## config.mk

```make
export PLATFORM = sky130hd
export DESIGN_NAME = hfi_rotor_angle_estimator_unit
export DESIGN_NICKNAME = d
export VERILOG_FILES = /design/src/rtl/core/hfi_pkg.sv /design/src/rtl/core/hfi_ctrl.sv /design/src/rtl/core/hfi_dpath.sv /design/src/rtl/core/hfi_rotor_angle_estimator_unit.sv
export SDC_FILE = /design/constraint.sdc
export NUM_CORES = 2
export LEC_CHECK = 0
export BUFFER_PORTS_ARGS = -buffer_cell sky130_fd_sc_hd__buf_2
export CAP_MARGIN = 20
export CORE_ASPECT_RATIO = 1.2
export CORE_UTILIZATION = 45
export DETAILED_ROUTE_END_ITERATION = 10
export SKIP_LAST_GASP = 1
export SLEW_MARGIN = 20
export SYNTH_ARGS = -nofsm -noshare
export SYNTH_HDL_FRONTEND = slang
export SYNTH_SLANG_ARGS = --single-unit
```

## constraint.sdc

```tcl
create_clock -name i_clk -period 11.5 [get_ports i_clk]
set_input_delay 0.575 -clock i_clk [delete_from_list [all_inputs] [get_ports i_clk]]
set_output_delay 0.575 -clock i_clk [all_outputs]
set_load 0.02 [all_outputs]
```

## src/rtl/core/hfi_pkg.sv

```systemverilog
package hfi_pkg;

    // Default sine quantization: table steps per quarter turn, as a power of two.
    localparam int SINE_BITS_DEF = 8;

    // Opcodes of an input beat.
    localparam logic [1:0] OPC_PWM    = 2'd0;
    localparam logic [1:0] OPC_UPDATE = 2'd1;
    localparam logic [1:0] OPC_BUS    = 2'd2;

    // Configuration register indexes.
    localparam logic [1:0] CFG_IND_OFS = 2'd0;
    localparam logic [1:0] CFG_HYST    = 2'd1;
    localparam logic [1:0] CFG_SPU     = 2'd2;
    localparam logic [1:0] CFG_INJ_V   = 2'd3;

    // Reset values.
    localparam logic [15:0] SPU_RESET = 16'd16;
    localparam logic [16:0] BUS_RESET = 17'd65536;

    // Quarter-sine polynomial coefficients (Q15).
    localparam logic [15:0] SIN_COEF_A = 16'd51472;
    localparam logic [14:0] SIN_COEF_B = 15'd21024;
    localparam logic [11:0] SIN_COEF_C = 12'd2320;

    // Iterations of the shared divider.
    localparam int DIV_STEPS = 32;

    // Datapath operations issued by the controller.
    typedef enum logic [3:0] {
        DP_NONE,
        DP_LOAD_IN,
        DP_PROJ_A,
        DP_PROJ_B,
        DP_PWM,
        DP_MISC,
        DP_DIV_LD_ACC,
        DP_DIV_STEP,
        DP_ANGLE,
        DP_SINE,
        DP_DIV_LD_DUTY,
        DP_DUTY_SAT,
        DP_INJ,
        DP_OUT
    } t_dp_op;

    typedef struct packed {
        t_dp_op      op;
        logic [4:0]  step;
        logic        idle;
    } t_dp_cmd;

    typedef struct packed {
        logic [1:0]  opcode;
        logic        update_go;
    } t_dp_stat;

endpackage

```

## src/rtl/core/hfi_ctrl.sv

```systemverilog
module hfi_ctrl
    import hfi_pkg::*;
(
    input  logic     i_clk,
    input  logic     i_rst_n,
    input  logic     i_in_valid,
    output logic     o_in_stall,
    output logic     o_out_valid,
    input  logic     i_out_stall,
    input  t_dp_stat i_stat,
    output t_dp_cmd  o_cmd
);

    typedef enum logic [13:0] {
        S_IDLE      = 14'b00000000000001,
        S_DECODE    = 14'b00000000000010,
        S_PROJ_A    = 14'b00000000000100,
        S_PROJ_B    = 14'b00000000001000,
        S_PWM       = 14'b00000000010000,
        S_MISC      = 14'b00000000100000,
        S_CHECK     = 14'b00000001000000,
        S_DIV_ACC   = 14'b00000010000000,
        S_ANGLE     = 14'b00000100000000,
        S_SINE      = 14'b00001000000000,
        S_DUTY_LD   = 14'b00010000000000,
        S_DIV_DUTY  = 14'b00100000000000,
        S_DUTY_SAT  = 14'b01000000000000,
        S_INJ       = 14'b10000000000000
    } t_state;

    localparam logic [4:0] DIV_LAST  = 5'(DIV_STEPS - 1);
    localparam logic [4:0] SINE_LAST = 5'd9;
    localparam logic [4:0] INJ_LAST  = 5'd2;

    t_state     r_state, n_state;
    logic [4:0] r_cnt, n_cnt;
    logic       r_out_valid, n_out_valid;
    logic       r_out_pend, n_out_pend;
    logic       out_free;

    // The result register can be loaded when empty or being drained this cycle.
    assign out_free = !r_out_valid || !i_out_stall;

    always_comb begin
        n_state    = r_state;
        n_out_pend = r_out_pend;
        o_cmd.op   = DP_NONE;
        o_cmd.step = r_cnt;
        o_cmd.idle = (r_state == S_IDLE) && !r_out_pend;
        case (r_state)
            S_IDLE: begin
                if (r_out_pend) begin
                    // A finished result waits for the output register.
                    if (out_free) begin
                        o_cmd.op   = DP_OUT;
                        n_out_pend = 1'b0;
                    end
                end else if (i_in_valid) begin
                    o_cmd.op = DP_LOAD_IN;
                    n_state  = S_DECODE;
                end
            end
            S_DECODE: begin
                if (i_stat.opcode == OPC_PWM) begin
                    n_state = S_PROJ_A;
                end else if (i_stat.opcode == OPC_UPDATE) begin
                    n_state = S_CHECK;
                end else begin
                    n_state = S_MISC;
                end
            end
            S_PROJ_A: begin
                o_cmd.op = DP_PROJ_A;
                n_state  = S_PROJ_B;
            end
            S_PROJ_B: begin
                o_cmd.op = DP_PROJ_B;
                n_state  = S_PWM;
            end
            S_PWM: begin
                o_cmd.op   = DP_PWM;
                n_state    = S_IDLE;
                n_out_pend = 1'b1;
            end
            S_MISC: begin
                o_cmd.op   = DP_MISC;
                n_state    = S_IDLE;
                n_out_pend = 1'b1;
            end
            S_CHECK: begin
                if (i_stat.update_go) begin
                    o_cmd.op = DP_DIV_LD_ACC;
                    n_state  = S_DIV_ACC;
                end else begin
                    n_state    = S_IDLE;
                    n_out_pend = 1'b1;
                end
            end
            S_DIV_ACC: begin
                o_cmd.op = DP_DIV_STEP;
                if (r_cnt == DIV_LAST) begin
                    n_state = S_ANGLE;
                end
            end
            S_ANGLE: begin
                o_cmd.op = DP_ANGLE;
                n_state  = S_SINE;
            end
            S_SINE: begin
                o_cmd.op = DP_SINE;
                if (r_cnt == SINE_LAST) begin
                    n_state = S_DUTY_LD;
                end
            end
            S_DUTY_LD: begin
                o_cmd.op = DP_DIV_LD_DUTY;
                n_state  = S_DIV_DUTY;
            end
            S_DIV_DUTY: begin
                o_cmd.op = DP_DIV_STEP;
                if (r_cnt == DIV_LAST) begin
                    n_state = S_DUTY_SAT;
                end
            end
            S_DUTY_SAT: begin
                o_cmd.op = DP_DUTY_SAT;
                n_state  = S_INJ;
            end
            S_INJ: begin
                o_cmd.op = DP_INJ;
                if (r_cnt == INJ_LAST) begin
                    n_state    = S_IDLE;
                    n_out_pend = 1'b1;
                end
            end
            default: begin
                n_state = S_IDLE;
            end
        endcase
    end

    // Step counter restarts on every state change.
    assign n_cnt = (n_state != r_state) ? 5'd0 : r_cnt + 5'd1;

    // Output valid: set on a load, cleared when the beat is taken.
    always_comb begin
        n_out_valid = r_out_valid;
        if (o_cmd.op == DP_OUT) begin
            n_out_valid = 1'b1;
        end else if (!i_out_stall) begin
            n_out_valid = 1'b0;
        end
    end

    always_ff @(posedge i_clk) begin
        if (!i_rst_n) begin
            r_state     <= S_IDLE;
            r_cnt       <= 5'd0;
            r_out_valid <= 1'b0;
            r_out_pend  <= 1'b0;
        end else begin
            r_state     <= n_state;
            r_cnt       <= n_cnt;
            r_out_valid <= n_out_valid;
            r_out_pend  <= n_out_pend;
        end
    end

    assign o_in_stall  = !((r_state == S_IDLE) && !r_out_pend);
    assign o_out_valid = r_out_valid;

endmodule

```

## src/rtl/core/hfi_dpath.sv

```systemverilog
module hfi_dpath
    import hfi_pkg::*;
#(
    parameter int SINE_TABLE_BITS = SINE_BITS_DEF
)
(
    input  logic               i_clk,
    input  logic               i_rst_n,
    input  t_dp_cmd            i_cmd,
    output t_dp_stat           o_stat,
    input  logic               i_cfg_valid,
    input  logic [1:0]         i_cfg_index,
    input  logic [15:0]        i_cfg_data,
    input  logic [1:0]         i_opcode,
    input  logic signed [15:0] i_v_alpha_in,
    input  logic signed [15:0] i_v_beta_in,
    input  logic signed [15:0] i_i_alpha,
    input  logic signed [15:0] i_i_beta,
    input  logic signed [15:0] i_i_q,
    input  logic [16:0]        i_bus_volts,
    output logic signed [15:0] o_v_alpha_out,
    output logic signed [15:0] o_v_beta_out,
    output logic signed [15:0] o_angle_out,
    output logic signed [15:0] o_speed_out,
    output logic               o_ready_res
);

    // Mask keeping the table index bits of a quarter-turn angle.
    localparam logic [13:0] L_IDX_MASK =
        14'((16'h3FFF >> (14 - SINE_TABLE_BITS)) << (14 - SINE_TABLE_BITS));

    // Captured input beat.
    logic [1:0]         r_op;
    logic signed [15:0] r_va, r_vb, r_ia, r_ib, r_iq;
    logic [16:0]        r_bus;

    // Configuration registers.
    logic signed [15:0] r_ind_ofs;
    logic [14:0]        r_hyst;
    logic [15:0]        r_spu;
    logic [14:0]        r_inj_v;

    // Estimator state.
    logic [1:0]         r_phase;
    logic               r_pol, r_ready;
    logic signed [31:0] r_prior, r_acc;
    logic [15:0]        r_cnt;
    logic [15:0]        r_est, r_last, r_angle;
    logic signed [15:0] r_speed, r_cos, r_sin, r_inj_a, r_inj_b;
    logic [16:0]        r_bus_div;

    // Work registers.
    logic signed [35:0] r_prod;
    logic [16:0]        r_x2;
    logic [16:0]        r_div_rem, r_div_dvs;
    logic [31:0]        r_div_quo;
    logic               r_acc_neg;
    logic [14:0]        r_duty;
    logic signed [15:0] r_va_res, r_vb_res;

    // Result register.
    logic signed [15:0] r_o_va, r_o_vb, r_o_angle, r_o_speed;
    logic               r_o_ready;

    // Shared multiplier.
    logic signed [17:0] mul_a, mul_b;
    logic signed [35:0] mul_p;

    // Sine step decode.
    logic               sel_cos;
    logic [2:0]         sub;
    logic [15:0]        sin_u;
    logic [16:0]        x_base, x_eff;
    logic [14:0]        sin_t;
    logic [15:0]        sin_t2;
    logic [16:0]        sin_s;
    logic signed [15:0] sin_val;

    // Divider step.
    logic [17:0]        rem_sh;
    logic               div_ge;
    logic [16:0]        rem_new;

    // Injection step.
    logic [16:0]        iq_mag;
    logic               ready_new, pol_new;
    logic signed [32:0] dsub;
    logic signed [32:0] di;
    logic signed [33:0] term, term_s;
    logic signed [16:0] va_sum, vb_sum;
    logic signed [15:0] va_sat, vb_sat;

    // Angle update.
    logic signed [16:0] spd_bias, spd_q;
    logic [15:0]        half16, est1, est2, diff16;
    logic signed [19:0] spd_sum, spd_sh;

    // Sine operand: angle of the axis, a quarter turn on for cosine.
    always_comb begin
        sel_cos = (i_cmd.step >= 5'd5);
        sub     = sel_cos ? 3'(i_cmd.step - 5'd5) : i_cmd.step[2:0];
        sin_u   = r_est + (r_pol ? 16'hE000 : 16'h2000) + (sel_cos ? 16'h4000 : 16'h0000);
        x_base  = {2'b00, sin_u[13:0] & L_IDX_MASK, 1'b0};
        x_eff   = sin_u[14] ? (17'd32768 - x_base) : x_base;
        sin_t   = SIN_COEF_B - r_prod[29:15];
        sin_t2  = SIN_COEF_A - r_prod[30:15];
        sin_s   = r_prod[31:15];
        // The clamped magnitude still takes the sign of the half turn.
        if (sin_s > 17'd32767) begin
            sin_val = sin_u[15] ? -16'sd32767 : 16'sd32767;
        end else begin
            sin_val = sin_u[15] ? -$signed(sin_s[15:0]) : $signed(sin_s[15:0]);
        end
    end

    // Operand selection for the multiplier.
    always_comb begin
        mul_a = 18'sd0;
        mul_b = 18'sd0;
        case (i_cmd.op)
            DP_PROJ_A: begin
                mul_a = 18'(r_cos);
                mul_b = 18'(r_ia);
            end
            DP_PROJ_B: begin
                mul_a = 18'(r_sin);
                mul_b = 18'(r_ib);
            end
            DP_SINE: begin
                case (sub)
                    3'd0: begin
                        mul_a = $signed({1'b0, x_eff});
                        mul_b = $signed({1'b0, x_eff});
                    end
                    3'd1: begin
                        mul_a = $signed({1'b0, r_prod[31:15]});
                        mul_b = $signed({6'd0, SIN_COEF_C});
                    end
                    3'd2: begin
                        mul_a = $signed({1'b0, r_x2});
                        mul_b = $signed({3'd0, sin_t});
                    end
                    3'd3: begin
                        mul_a = $signed({1'b0, x_eff});
                        mul_b = $signed({2'd0, sin_t2});
                    end
                    default: begin
                        mul_a = 18'sd0;
                        mul_b = 18'sd0;
                    end
                endcase
            end
            DP_INJ: begin
                mul_a = $signed({3'd0, r_duty});
                mul_b = (i_cmd.step == 5'd0) ? 18'(r_cos) : 18'(r_sin);
            end
            default: begin
                mul_a = 18'sd0;
                mul_b = 18'sd0;
            end
        endcase
    end

    assign mul_p = mul_a * mul_b;

    // Restoring divider step, one quotient bit a cycle.
    always_comb begin
        rem_sh  = {r_div_rem, r_div_quo[31]};
        div_ge  = (rem_sh >= {1'b0, r_div_dvs});
        rem_new = div_ge ? 17'(rem_sh - {1'b0, r_div_dvs}) : rem_sh[16:0];
    end

    // Injection step: demodulation and voltage injection.
    always_comb begin
        iq_mag    = r_iq[15] ? 17'(-{r_iq[15], r_iq}) : {1'b0, r_iq};
        ready_new = (iq_mag > {2'b00, r_hyst});
        pol_new   = ready_new ? r_iq[15] : r_pol;
        dsub      = 33'($signed(r_prod[31:0])) - 33'(r_prior);
        di        = dsub >>> 8;
        term      = 34'(di) - 34'(r_ind_ofs);
        term_s    = pol_new ? -term : term;
        if (r_phase[1]) begin
            va_sum = 17'(r_va) + 17'(r_inj_a);
            vb_sum = 17'(r_vb) + 17'(r_inj_b);
        end else begin
            va_sum = 17'(r_va) - 17'(r_inj_a);
            vb_sum = 17'(r_vb) - 17'(r_inj_b);
        end
        if (va_sum > 17'sd32767) begin
            va_sat = 16'sd32767;
        end else if (va_sum < -17'sd32768) begin
            va_sat = -16'sd32768;
        end else begin
            va_sat = va_sum[15:0];
        end
        if (vb_sum > 17'sd32767) begin
            vb_sat = 16'sd32767;
        end else if (vb_sum < -17'sd32768) begin
            vb_sat = -16'sd32768;
        end else begin
            vb_sat = vb_sum[15:0];
        end
    end

    // Angle advance and speed filter.
    always_comb begin
        spd_bias = 17'(r_speed) + (r_speed[15] ? 17'sd255 : 17'sd0);
        spd_q    = spd_bias >>> 8;
        half16   = r_div_quo[16:1];
        est1     = r_est + spd_q[15:0];
        est2     = r_acc_neg ? (est1 + half16) : (est1 - half16);
        diff16   = r_last - est2;
        spd_sum  = 20'($signed(diff16)) + (20'(r_speed) <<< 3) - 20'(r_speed);
        spd_sh   = spd_sum >>> 3;
    end

    assign o_stat.opcode    = r_op;
    assign o_stat.update_go = (r_cnt > r_spu);

    // Configuration writes.
    always_ff @(posedge i_clk) begin
        if (!i_rst_n) begin
            r_ind_ofs <= 16'sd0;
            r_hyst    <= 15'd0;
            r_spu     <= SPU_RESET;
            r_inj_v   <= 15'd0;
        end else if (i_cfg_valid && i_cmd.idle) begin
            case (i_cfg_index)
                CFG_IND_OFS: r_ind_ofs <= i_cfg_data;
                CFG_HYST:    r_hyst    <= i_cfg_data[14:0];
                CFG_SPU:     r_spu     <= i_cfg_data;
                CFG_INJ_V:   r_inj_v   <= i_cfg_data[14:0];
                default:     r_spu     <= r_spu;
            endcase
        end
    end

    // Estimator state.
    always_ff @(posedge i_clk) begin
        if (!i_rst_n) begin
            r_phase   <= 2'd0;
            r_pol     <= 1'b0;
            r_ready   <= 1'b0;
            r_prior   <= 32'sd0;
            r_acc     <= 32'sd0;
            r_cnt     <= 16'd0;
            r_est     <= 16'd0;
            r_last    <= 16'd0;
            r_angle   <= 16'd0;
            r_speed   <= 16'sd0;
            r_cos     <= 16'sd0;
            r_sin     <= 16'sd0;
            r_inj_a   <= 16'sd0;
            r_inj_b   <= 16'sd0;
            r_bus_div <= BUS_RESET;
        end else begin
            case (i_cmd.op)
                DP_PWM: begin
                    if (r_phase == 2'd0) begin
                        r_ready <= ready_new;
                        r_pol   <= pol_new;
                        r_acc   <= r_acc + term_s[31:0];
                        if (r_cnt != 16'hFFFF) begin
                            r_cnt <= r_cnt + 16'd1;
                        end
                    end else if (r_phase == 2'd2) begin
                        r_prior <= r_prod[31:0];
                    end
                    r_phase <= r_phase + 2'd1;
                end
                DP_MISC: begin
                    if (r_op == OPC_BUS) begin
                        r_bus_div <= (r_bus == 17'd0) ? 17'd1 : r_bus;
                    end
                end
                DP_ANGLE: begin
                    r_est   <= est2;
                    r_last  <= est2;
                    r_angle <= -est2;
                    r_speed <= spd_sh[15:0];
                    r_acc   <= 32'sd0;
                    r_cnt   <= 16'd0;
                end
                DP_SINE: begin
                    if (sub == 3'd4) begin
                        if (sel_cos) begin
                            r_cos <= sin_val;
                        end else begin
                            r_sin <= sin_val;
                        end
                    end
                end
                DP_INJ: begin
                    if (i_cmd.step == 5'd1) begin
                        r_inj_a <= r_prod[30:15];
                    end else if (i_cmd.step == 5'd2) begin
                        r_inj_b <= r_prod[30:15];
                    end
                end
                default: begin
                    r_phase <= r_phase;
                end
            endcase
        end
    end

    // Input capture, multiplier product, divider and results.
    always_ff @(posedge i_clk) begin
        case (i_cmd.op)
            DP_LOAD_IN: begin
                r_op     <= i_opcode;
                r_va     <= i_v_alpha_in;
                r_vb     <= i_v_beta_in;
                r_ia     <= i_i_alpha;
                r_ib     <= i_i_beta;
                r_iq     <= i_i_q;
                r_bus    <= i_bus_volts;
                r_va_res <= 16'sd0;
                r_vb_res <= 16'sd0;
            end
            DP_PROJ_A: begin
                r_prod <= mul_p;
            end
            DP_PROJ_B: begin
                r_prod <= r_prod + mul_p;
            end
            DP_PWM: begin
                r_va_res <= va_sat;
                r_vb_res <= vb_sat;
            end
            DP_DIV_LD_ACC: begin
                r_acc_neg <= r_acc[31];
                r_div_quo <= r_acc[31] ? 32'(-r_acc) : r_acc;
                r_div_rem <= 17'd0;
                r_div_dvs <= {1'b0, r_cnt};
            end
            DP_DIV_LD_DUTY: begin
                r_div_quo <= {1'b0, r_inj_v, 16'd0};
                r_div_rem <= 17'd0;
                r_div_dvs <= r_bus_div;
            end
            DP_DIV_STEP: begin
                r_div_rem <= rem_new;
                r_div_quo <= {r_div_quo[30:0], div_ge};
            end
            DP_SINE: begin
                r_prod <= mul_p;
                if (sub == 3'd1) begin
                    r_x2 <= r_prod[31:15];
                end
            end
            DP_DUTY_SAT: begin
                r_duty <= (|r_div_quo[31:15]) ? 15'h7FFF : r_div_quo[14:0];
            end
            DP_INJ: begin
                r_prod <= mul_p;
            end
            DP_OUT: begin
                r_o_va    <= r_va_res;
                r_o_vb    <= r_vb_res;
                r_o_angle <= r_angle;
                r_o_speed <= r_speed + 16'sd8;
                r_o_ready <= r_ready;
            end
            default: begin
                r_prod <= r_prod;
            end
        endcase
    end

    assign o_v_alpha_out = r_o_va;
    assign o_v_beta_out  = r_o_vb;
    assign o_angle_out   = r_o_angle;
    assign o_speed_out   = r_o_speed;
    assign o_ready_res   = r_o_ready;

endmodule

```

## src/rtl/core/hfi_rotor_angle_estimator_unit.sv

```systemverilog
// A PWM beat passes decode, two projection steps and the PWM step; a bus-voltage beat passes
// decode and the misc step, an update not above the sample threshold decode and the check step.
// Throughput: one beat in flight; a full update runs two passes of the shared serial divider
// and the shared multiplier running the sine polynomial.
// Reset is synchronous, active low, and restores all estimator and configuration state.
module hfi_rotor_angle_estimator_unit
    import hfi_pkg::*;
#(
    parameter int SINE_TABLE_BITS = SINE_BITS_DEF
)
(
    input  logic               i_clk,
    input  logic               i_rst_n,
    input  logic               i_in_valid,
    output logic               o_in_stall,
    input  logic [1:0]         i_opcode,
    input  logic signed [15:0] i_v_alpha_in,
    input  logic signed [15:0] i_v_beta_in,
    input  logic signed [15:0] i_i_alpha,
    input  logic signed [15:0] i_i_beta,
    input  logic signed [15:0] i_i_q,
    input  logic [16:0]        i_bus_volts,
    output logic               o_out_valid,
    input  logic               i_out_stall,
    output logic signed [15:0] o_v_alpha_out,
    output logic signed [15:0] o_v_beta_out,
    output logic signed [15:0] o_angle_out,
    output logic signed [15:0] o_speed_out,
    output logic               o_ready_res,
    input  logic               i_cfg_valid,
    output logic               o_cfg_ready,
    input  logic [1:0]         i_cfg_index,
    input  logic [15:0]        i_cfg_data
);

    t_dp_cmd  cmd;
    t_dp_stat stat;

    // Sequencer.
    hfi_ctrl u_ctrl (
        .i_clk       (i_clk),
        .i_rst_n     (i_rst_n),
        .i_in_valid  (i_in_valid),
        .o_in_stall  (o_in_stall),
        .o_out_valid (o_out_valid),
        .i_out_stall (i_out_stall),
        .i_stat      (stat),
        .o_cmd       (cmd)
    );

    // Arithmetic and state.
    hfi_dpath #(
        .SINE_TABLE_BITS (SINE_TABLE_BITS)
    ) u_dpath (
        .i_clk         (i_clk),
        .i_rst_n       (i_rst_n),
        .i_cmd         (cmd),
        .o_stat        (stat),
        .i_cfg_valid   (i_cfg_valid),
        .i_cfg_index   (i_cfg_index),
        .i_cfg_data    (i_cfg_data),
        .i_opcode      (i_opcode),
        .i_v_alpha_in  (i_v_alpha_in),
        .i_v_beta_in   (i_v_beta_in),
        .i_i_alpha     (i_i_alpha),
        .i_i_beta      (i_i_beta),
        .i_i_q         (i_i_q),
        .i_bus_volts   (i_bus_volts),
        .o_v_alpha_out (o_v_alpha_out),
        .o_v_beta_out  (o_v_beta_out),
        .o_angle_out   (o_angle_out),
        .o_speed_out   (o_speed_out),
        .o_ready_res   (o_ready_res)
    );

    // Configuration is taken while no beat is in progress.
    assign o_cfg_ready = cmd.idle;

endmodule
```

==> results by group <==
Critical path
  – CP max stage delay: 0.58 ns
  – Critical path's slowest cell: fa_1
  – Startpoint types: register
  – Most frequent CP cell: fa_1
  – CP arrival: 11.21 ns
  – Req. time, crit path: 11.89 ns
  – Critical-path maximum fanout: 8
  – Critical path type: register to register
  – Critical Path Sink Type: register

GRT
  – Overflow after GRT: 0
  – Initial antenna violation count: 13
  – GRT Total Usage: 0.255
  – First-pass GRT wire length: 225000 um
  – Vias in the first global route: 39300
  – Largest net degree at the start of global routing: 108

Route
  – Drt wl/cell: 19.9 um
  – Routed WL: 145000 um
  – Routed via count: 40000
  – Drt via density: 5.46
  – Pre-Repair DR Iteration Count: 9
  – DR iter-0 viols: 3212
  – Post-route ant nets: 0
  – Drt drc: 0

Timing
  – TNS Setup: 0 ns
  – Final worst-path cycle share: 0.941
  – Fin Hold WS: 0.0808 ns
  – Slew Viols, Final: 0
  – Endpoints failing hold: 0
  – Unrepaired setup endpoints after global routing: false
  – Relative slew margins: 0.264
  – Fmax: 92.4 MHz
  – Clock skew: 0.0433 ns
  – Crit path time final: 10.82 ns
  – Finish-stage setup viols: 0
  – Worst-Margin Slew: 1.10 ns

Synth
  – Number of flops mapped to enable cells by yosys: 327
  – Synth area leaders: edfxtp_1, fa_1, dfxtp_1
  – Mapped Avg Cell Area: 9.03 um^2
  – Synthesized instance count: 5608
  – Predominant post-synthesis flop cell: edfxtp_1
  – Yosys warns: 0
  – Yosys reg bits: 622
  – Sequential area share after synthesis: 0.311
  – Net Count, Synth: 6431
  – Count of different cell masters after synthesis: 105
  – Cell taking the most area after synthesis: edfxtp_1
  – Synth top area share: 0.194
  – Post-synthesis instance area: 50600 um^2
  – Most frequent cell after synthesis: nand2_1
  – Asr flop ratio synth: 0
  – Top cells by count, synth: nand2_1, inv_1, nor2_1

Floorplan
  – DIE AREA: 114000 um^2
  – Die H: 369 um
  – Initial core utilization: 0.455
  – Core ar.: 111000 um^2
  – Die width: 308 um
  – Core Rows: 134
  – Ports: 190

Pwr
  – Static leakage: 24.1 nW
  – Logic pwr share: 0.072
  – Max IR drop VDD: 0.115 mV
  – Int Pwr: 0.00393 W
  – Clock share of power: 0.467
  – Flop pwr share: 0.461
  – Power Dens Cells: 93.1 nW/um^2
  – Sw Share: 0.246
  – Psw: 0.00128 W

Clock tree
  – Root buffer cell: clkbuf_16
  – Clk Latency, worst-skew pair: 0.67 ns
  – CTS tree: done
  – H-tree levels: 3
  – Clk slew on worst S/H paths: 0.06 ns
  – Total CTS buffers: 75
  – CTS sink cnt: 622
  – CTS max path bufs: 3

Outcome
  – Status: finished, final reports clean

Cells and area
  – Nets@finish: 6577
  – Layout cells sized above 1: 0.0887
  – Area growth from synthesis to layout: 10.5%
  – Util after Layout: 0.502
  – Finished Cell Area: 55900 um^2

Place
  – PortBufs: 189
  – Final Wtd Congestion: 0.962
  – Placed inst area: 53300 um^2
  – Placed wire-length estimate: 112000 um

Run
  – Max Cap Violations: 0

Hold path
  – Min-Delay Path Class: input port to register
==> final cells by class <==
cell class	count	area [um^2]
Clock inverter	37	419
Sequential cell	622	15700
Fill cell	10600	55400
Tap cell	1496	1870
Clock buffer	102	2100
Multi-Input combinational cell	4153	31800
Antenna cell	5	12.5
Timing Repair Buffer	292	1740
Inverter	610	2290
==> registers in the layout, summed over array words and instances, names as in the netlist, 32 cells and up <==
name	count
u_dpath.r_div_quo	32
u_dpath.r_prod	32
u_dpath.r_acc	32
u_dpath.r_prior	32
==> metal layers <==
layer | global-route usage | part of all wire
met3 | 0.0395 | 0.060
met1 | 0.337 | 0.43
met5 | 0 | 0.00060
met4 | 0.0944 | 0.037
met2 | 0.422 | 0.47
==> cells by family after synthesis <==
family,count (synthesis),synth area share
fa+ha+maj,702,0.221
simple gates,1803,0.167
buf+inv,833,0.0631
flops,622,0.311
mux,92,0.0191
compound gates,1156,0.150
xor+xnor,400,0.0695
==> placed cells by master (no fill, tap or decap), types with 76 or more instances in the layout <==
| master | Yosys | layout |
|---|---|---|
| a21oi_1 | 255 | 252 |
| inv_1 | 608 | 607 |
| a21o_1 | 106 | 106 |
| fa_1 | 321 | 321 |
| xor2_1 | 165 | 165 |
| buf_2 | 15 | 189 |
| ha_1 | 380 | 380 |
| nand3_1 | 103 | 103 |
| nand2_1 | 750 | 747 |
| nor2_1 | 393 | 393 |
| o21ai_0 | 223 | 223 |
| and2_1 | 97 | 95 |
| xnor2_1 | 234 | 234 |
| nor2b_1 | 91 | 90 |
| dfxtp_1 | 295 | 294 |
| a21boi_0 | 135 | 134 |
| clkbuf_16 | 0 | 76 |
| edfxtp_1 | 327 | 327 |
| nor3_1 | 91 | 91 |
| buf_4 | 1 | 101 |
==> path summary, 6_finish.rpt <==
path                               to  slack (ns)  depth (start not counted)           startpoint
max reg2reg        u_dpath.r_prod[31]        0.68                         46      u_ctrl.r_cnt[1]
min reg2reg  u_dpath.o_v_alpha_out[3]        0.42                          0  u_dpath.r_va_res[3]
max                u_dpath.r_prod[31]        0.68                         46      u_ctrl.r_cnt[1]
min                   u_dpath.r_ia[2]        0.08                          1         i_i_alpha[2]
==> stage by stage <==
stage / total power, W / setup slack (ns) / std cells
6_report: 0.00521 / 0.679 / 7317
5_1_grt: 0.00538 / 0.0397 / 7316
4_1_cts: 0.00527 / 0.439 / 7311
3_5_place_dp: 0.00282 / 0.522 / 7172
3_3_place_gp: 0.00281 / 0.598 / 7171
2_1_floorplan: 0.00269 / 1.22 / 5608
==> power by group through the flow <==
stage | clock network, W | registers (W) | logic, W
after detailed placement | 0 | 0.00245 | 0.000372
final | 0.00243 | 0.00240 | 0.000376
after CTS | 0.00249 | 0.00240 | 0.000374
after global routing | 0.00257 | 0.00240 | 0.000411
after global placement | 0 | 0.00245 | 0.000367
after floorplan | 0 | 0.00244 | 0.000258
==> timing repair <==
item / 4_1_cts / 5_1_grt
hold buffers: 0 / 0
setup endpoints to repair: 0 / 4
setup buffers: 0 / 0
resized for setup: 0 / 11
==> critical path, delay by kind of cell (launching register included) <==
family                     cells  cell delay (ns)
xor gates and xnor gates       4             0.61
and+or+nand+nor               12             1.33
AOI/OAI and AO/OA             14             2.90
DFF                            1             0.46
buffers and inverters          5             0.36
adders and majority gates     11             4.87
Power figures use the tool's default switching activity.
